File: src/fqs_pkg.sv
`default_nettype none

package fqs_pkg;

  localparam int DEPTH      = 256;
  localparam int COORD_BITS = 10;
  localparam int LABEL_BITS = 16;

  localparam int IDX_BITS = (DEPTH > 1) ? $clog2(DEPTH) : 1;
  localparam int CNT_BITS = $clog2(DEPTH + 1);
  localparam int REC_BITS = 2 * COORD_BITS + LABEL_BITS;

  // command codes
  localparam logic [1:0] CMD_PUSH   = 2'd0;
  localparam logic [1:0] CMD_POP    = 2'd1;
  localparam logic [1:0] CMD_PEEK   = 2'd2;
  localparam logic [1:0] CMD_SEARCH = 2'd3;

  typedef struct packed {
    logic [1:0]            cmd;
    logic [COORD_BITS-1:0] row;
    logic [COORD_BITS-1:0] col;
    logic [LABEL_BITS-1:0] label;
  } fqs_in_t;

  typedef struct packed {
    logic                  ok;
    logic                  found;
    logic [COORD_BITS-1:0] head_row;
    logic [COORD_BITS-1:0] head_col;
    logic [LABEL_BITS-1:0] head_label;
    logic                  is_empty;
  } fqs_out_t;

  typedef struct packed {
    logic [COORD_BITS-1:0] row;
    logic [COORD_BITS-1:0] col;
    logic [LABEL_BITS-1:0] label;
  } fqs_rec_t;

  // controller -> datapath
  typedef struct packed {
    logic load_req;   // latch accepted word
    logic commit;     // finish the command, load result register
    logic rd_head;    // read head entry, start a scan
    logic scan_next;  // read next entry of the scan
  } fqs_ctl_t;

  // datapath -> controller
  typedef struct packed {
    logic [1:0] cmd;
    logic       empty;
    logic       match;
    logic       last;
    logic       out_free;
  } fqs_stat_t;

endpackage

`default_nettype wire

File: src/fqs_ctrl.sv
`default_nettype none

module fqs_ctrl (
  input  wire logic               clk_i,
  input  wire logic               rst_ni,
  input  wire logic               in_valid_i,
  output logic                    in_ready_o,
  input  wire fqs_pkg::fqs_stat_t stat_i,
  output fqs_pkg::fqs_ctl_t       ctl_o
);

  import fqs_pkg::*;

  localparam logic [1:0] S_IDLE = 2'd0;
  localparam logic [1:0] S_EXEC = 2'd1;
  localparam logic [1:0] S_PEEK = 2'd2;
  localparam logic [1:0] S_SCAN = 2'd3;

  logic [1:0] state_q, state_d;

  always_comb begin
    state_d    = state_q;
    ctl_o      = '0;
    in_ready_o = 1'b0;
    case (state_q)
      S_IDLE: begin
        in_ready_o = 1'b1;
        if (in_valid_i) begin
          ctl_o.load_req = 1'b1;
          state_d        = S_EXEC;
        end
      end
      S_EXEC: begin
        if ((stat_i.cmd == CMD_PUSH) || (stat_i.cmd == CMD_POP) || stat_i.empty) begin
          if (stat_i.out_free) begin
            ctl_o.commit = 1'b1;
            state_d      = S_IDLE;
          end
        end else begin
          ctl_o.rd_head = 1'b1;
          state_d       = (stat_i.cmd == CMD_PEEK) ? S_PEEK : S_SCAN;
        end
      end
      S_PEEK: begin
        if (stat_i.out_free) begin
          ctl_o.commit = 1'b1;
          state_d      = S_IDLE;
        end
      end
      S_SCAN: begin
        if (stat_i.match || stat_i.last) begin
          if (stat_i.out_free) begin
            ctl_o.commit = 1'b1;
            state_d      = S_IDLE;
          end
        end else begin
          ctl_o.scan_next = 1'b1;
        end
      end
      default: begin
        state_d = S_IDLE;
      end
    endcase
  end

  always_ff @(posedge clk_i or negedge rst_ni) begin
    if (!rst_ni) begin
      state_q <= S_IDLE;
    end else begin
      state_q <= state_d;
    end
  end

endmodule

`default_nettype wire

File: config.mk
export PLATFORM = sky130hd
export DESIGN_NAME = fqs_ctrl
export DESIGN_NICKNAME = d
export VERILOG_FILES = /design/src/fqs_pkg.sv /design/src/fqs_ctrl.sv
export SDC_FILE = /design/constraint.sdc
export NUM_CORES = 1
export LEC_CHECK = 0
export BUFFER_PORTS_ARGS = -buffer_cell sky130_fd_sc_hd__clkbuf_2
export CAP_MARGIN = 10
export CORE_AREA = 2 2 39 41
export DETAILED_ROUTE_END_ITERATION = 10
export DIE_AREA = 0 0 41 43
export PLACE_DENSITY = 0.35
export SYNTH_ARGS = -nofsm -noshare
export SYNTH_HDL_FRONTEND = slang
export SYNTH_SLANG_ARGS = --single-unit
File: constraint.sdc
create_clock -name clk_i -period 1.1 [get_ports clk_i]
set_clock_uncertainty 0.1 [all_clocks]
set_input_delay 0.11 -clock clk_i [delete_from_list [all_inputs] [get_ports clk_i]]
set_output_delay 0.11 -clock clk_i [all_outputs]
set_load 0.005 [all_outputs]
# ---- Word level (Yosys, flattened, before mapping)
# Cells that the tools add are included.
# W data, S select, Z words.
dict set report totals {
  regBits 2
  in_bits 9
  word_cells 31
}
dict set report op_classes {
  n_eq_ne 7
  n_mux 17
  reduce_logical 6
}
# op n
set ops {}
lappend ops {{$mux W1} 11}
lappend ops {{$mux W2} 4}
lappend ops {{$pmux W2 S4} 1}
lappend ops {{$eq A2 B2 Y1 const B} 3}
lappend ops {{$eq A2 B1 Y1 const B} 2}
lappend ops {{$logic_not A2 Y1} 2}
lappend ops {{$ne A2 B2 Y1 const B} 2}
lappend ops {{$logic_or A1 B1 Y1} 3}
lappend ops {{$pmux W1 S3} 1}
lappend ops {{$reduce_and A2 Y1} 1}

# ---- Depth between registers and ports, before layout
dict set report depth {
  word_depth 5
  mapped_depth 3
  depth_no_buf 3
}

# ---- Worst setup path before layout
# No wires, ideal clock.
dict set report synth_timing {
  kind {reg-to-reg}
  startpoint {register state_q[1]}
  endpoint {register state_q[0]}
  setup_time_ns 0.122
  arrival_ns 0.899
  t_required_ns 0.878
  slack_ns -0.020
  stages_incl_launch_ff 4
  path_buffers 0
  path_cell_list {dfrtp_1 and4bb_4 nor2b_4 a21oi_2}
}
dict set report synth_via {
  elab_chain_len 3
  elab_cells_between_ends 8
}
# item line_no
set synth_lines {}
lappend synth_lines {{from (decl)} fqs_ctrl.sv:19} ;# logic [1:0] state_q, state_d;
lappend synth_lines {{from (signal assigned)} fqs_ctrl.sv:70} ;# state_q <= state_d;
lappend synth_lines {{$eq A2 B2 Y1 or $logic_not A2 Y1 (tied branches)} fqs_ctrl.sv:25} ;# case (state_q)
lappend synth_lines {{$ne A2 B2 Y1 (no source line)} -}
lappend synth_lines {{$reduce_and A2 Y1 (no source line)} -}
# Several ways; a longest one is shown, not always the timed one.
# A chain may end at the register's enable or synchronous reset.

==> out/summary.txt <==
OUTCOME
----------------------------------------------------------------------------------
Status                                                                complete, but fails checks
Failing checks                                                        setup timing

ROUTING
----------------------------------------------------------------------------------
Total number of vias                                                           206
Count of unresolved DRC violations after routing                                 0
Mean routed wirelength per cell                                            10.1 um
Detail-routed via count per cell                                              3.81
Initial DRC count                                                                3
DR pass1 iterations                                                              2
Antenna viol nets, final                                                         0
WL final                                                                    547 um

SYNTH
----------------------------------------------------------------------------------
Multiplexer fraction of the synthesized cell area                               0%
Main combinational cell family by area after synthesis                simple AND/OR/NAND/NOR gates
Synthesized area                                                         151 sq um
Synth Area per Inst                                                     10.8 sq um
Simple-Gate Fraction of Synth Area                                           49.6%
Unique cell type count in the Yosys netlist                                     11
Count of mapped cells out of synthesis                                          14
Net count after synthesis                                                       23
Number of register bits inferred by synthesis                                    2
Yosys warns                                                                      0
Share of the synthesized netlist area taken by xor and xnor gates               0%
Part of the Yosys area used for sequential elements                          33.1%
Post-synthesis adder-cell area fraction                                         0%
Share of the synthesized area in compound gates (AO/OA/AOI/OAI)              12.4%

FLOORPLAN
----------------------------------------------------------------------------------
Floorplan core area                                                     1380 sq um
Full die area                                                           1760 sq um
Number of top-level pins                                                        14
Effective utilization at floorplan                                           10.9%
DIE HEIGHT                                                                   43 um
Width of the die                                                             41 um
Standard-cell rows                                                              14

CRITICAL PATH
----------------------------------------------------------------------------------
Reg2reg setup slack                                                       -0.22 ns
Worst setup SP type                                                           flop
Register-to-Register Path Depth                                                  5
CP Buf/Inv Count                                                                 1
Required time of the critical path                                         0.89 ns
Critical Path, Cell by Cell                                           and4bb_4 > nor4_2 > buf_2
Cell at the slowest stage of the critical path                             dfrtp_1
Cell class contributing the biggest share of worst-path delay         simple AND/OR/NAND/NOR gates
Worst path depth                                                                 3
Worst reg2reg startpoint                                                state_q[1]
Critical Path Max Stage Delay                                              0.41 ns
Reg2Reg Capture Point                                                   state_q[0]
Critical path fanouts, max                                                       4
Startpoint of the worst setup timing path                               state_q[0]
Kind of critical path                                                 flop to output port
End of the critical path                                                  ctl_o[2]
Crit path DAT                                                              1.20 ns
Nature of the critical path endpoint                                   output port

FINISH
----------------------------------------------------------------------------------
Number of antenna repair diodes                                                  0
Largest Register                                                           state_q
Largest registers                                                     state_q: 2 flops
Area taken by flip-flops and latches                                    50.0 sq um
Largest register FFs                                                             2
Layout Area Growth over Synthesis                                             135%
Final cell utilization of the core                                           25.7%
Fillers                                                                        156
Final design instance area without fill                                  355 sq um
Count of nets after finishing                                                   49
Multi-input gate area in the final layout                                111 sq um
Commonest non-fill, non-tap cell in the layout                            clkbuf_2
Share of final-layout standard cells stronger than drive strength 1          76.3%
Commonest cells after routing, fill and taps aside                    clkbuf_2 (9), buf_4 (4), clkbuf_4 (3), buf_2 (3), buf_6 (3)

STA
----------------------------------------------------------------------------------
Setup ws final                                                           -0.311 ns
Tightest Pin Transition                                                   0.181 ns
Setup_tns                                                                 -1.34 ns
Final-report max-slew violation count                                            0
Final number of setup-violating endpoints                                        7
Worst hold slack across all endpoints                                    0.0690 ns
RSZ-0062 raised after global routing                                          true
Min Clock Period, post-route                                               1.41 ns
Number of hold violations in the final report                                    0
Relative slew margins                                                        87.9%
Final period util                                                             128%
Fmax                                                                       709 MHz

PLACE
----------------------------------------------------------------------------------
RD Place Congestion                                                          0.645
Port bufs                                                                       13
Post-place setup slack                                                   -0.102 ns
Detailed placer's ending HPWL                                               415 um
Placement Cell Area                                                      259 sq um

CLOCK NETWORK
----------------------------------------------------------------------------------
Clock sinks                                                                      2
Clock transition at path regs                                              0.03 ns
CTS tree                                                                     built
Worst skew pair latency                                                    0.23 ns
Number of levels in the clock H-tree                                             1
Number of CTS-inserted buffers                                                   3
Deepest clock path buffer count                                                  2
Clock root cell                                                           clkbuf_4

POWER AND IR DROP
----------------------------------------------------------------------------------
Static leakage power                                                      0.176 nW
PD cells                                                              1830 nW/um^2
Maximum vdd drop                                                          0.622 mV

MIN PATH
----------------------------------------------------------------------------------
WHS Path Cells                                                                   3
Kind of path behind the tightest hold check                           primary input to flop

GLOBAL ROUTE
----------------------------------------------------------------------------------
Vias in the first global route                                                 216
Sum of overflow across all layers after global routing                           0
GRT Resource Usage Total                                                     7.32%
Global-route wire length before repair                                      793 um
Pin count of the biggest net entering global routing                             5
Number of antenna violations at the first check in global routing                0

FLOW RUN
----------------------------------------------------------------------------------
Count of max-cap constraint violations                                           0

-- per-layer routing --
layer / share of wire [%] / GRT usage (%)
met1: 44 / 6.73
met2: 38 / 10.3
met3: 16 / 3.66
met4: 2.0 / 8.00
met5: 0 / 0
-- cell families (layout without fill, tap and decap cells) --
group | after synthesis | in the layout
AND/OR/NAND/NOR | 7 | 7
buffers and inverters | 2 | 26
flip-flops | 2 | 2
AO/OA/AOI/OAI | 3 | 3
-- worst min path at each step --
stage / startpoint / end / slack [ns]
2_1_floorplan: rst_ni / state_q[0] / -0.29
4_1_cts: stat_i[4] / state_q[0] / 0.06
5_1_grt: stat_i[4] / state_q[0] / 0.07
6_report: stat_i[4] / state_q[0] / 0.07
3_5_place_dp: rst_ni / state_q[1] / -0.20
3_3_place_gp: rst_ni / state_q[1] / -0.20
-- stage by stage --
step / power [W] / cells
floorplan: 0.000265 / 14
global placement: 0.000405 / 46
detailed placement: 0.000415 / 46
CTS: 0.000633 / 53
global route: 0.000705 / 54
finish: 0.000651 / 54
-- report_power, final --
group | switching [W] | internal (W) | leakage [nW] | total [W]
Sequential | 0.0000376 | 0.000107 | 0.0251 | 0.000144
Combinational | 0.000142 | 0.000202 | 0.137 | 0.000344
Clock | 0.0000428 | 0.000120 | 0.0138 | 0.000163
-- area by class of cell --
class	instances	area share, %
Inverter	2	2.11
Tap cell	16	5.63
Sequential cell	2	14.1
Clock buffer	3	6.34
Multi-Input combinational cell	10	31.3
Timing Repair Buffer	21	40.5
-- synth_stat cells --
| library cell | instances | area [sq um] |
|---|---|---|
| nor2b_4 | 1 | 13.8 |
| inv_1 | 2 | 7.51 |
| and4bb_4 | 2 | 32.5 |
| dfrtp_1 | 2 | 50.1 |
| nor2_1 | 1 | 3.75 |
| nor4_1 | 1 | 6.26 |
| a21oi_2 | 1 | 8.76 |
| a21oi_1 | 1 | 5.00 |
| nor2_2 | 1 | 6.26 |
| nor3b_2 | 1 | 12.5 |
| o21ai_0 | 1 | 5.00 |
-- worst reg2reg max path, delay by kind of cell, from the launching register on --
| family | cells | cell delay, ns |
|---|---|---|
| and+or+nand+nor | 2 | 0.47 |
| DFF | 1 | 0.40 |
| buffers and inverters | 2 | 0.20 |
| AOI/OAI and AO/OA | 1 | 0.04 |
-- repair_timing --
| item | CTS | global route |
|---|---|---|
| resized for setup | 4 | 7 |
| hold buffers | 2 | 0 |
| pin swaps | 2 | 4 |
| cloned | 0 | 0 |
| setup buffers | 2 | 2 |
| endpoints found under the hold margin | 3 | 0 |
| setup endpoints to repair | 7 | 7 |
No activity file was read; power rests on OpenSTA's default activity.
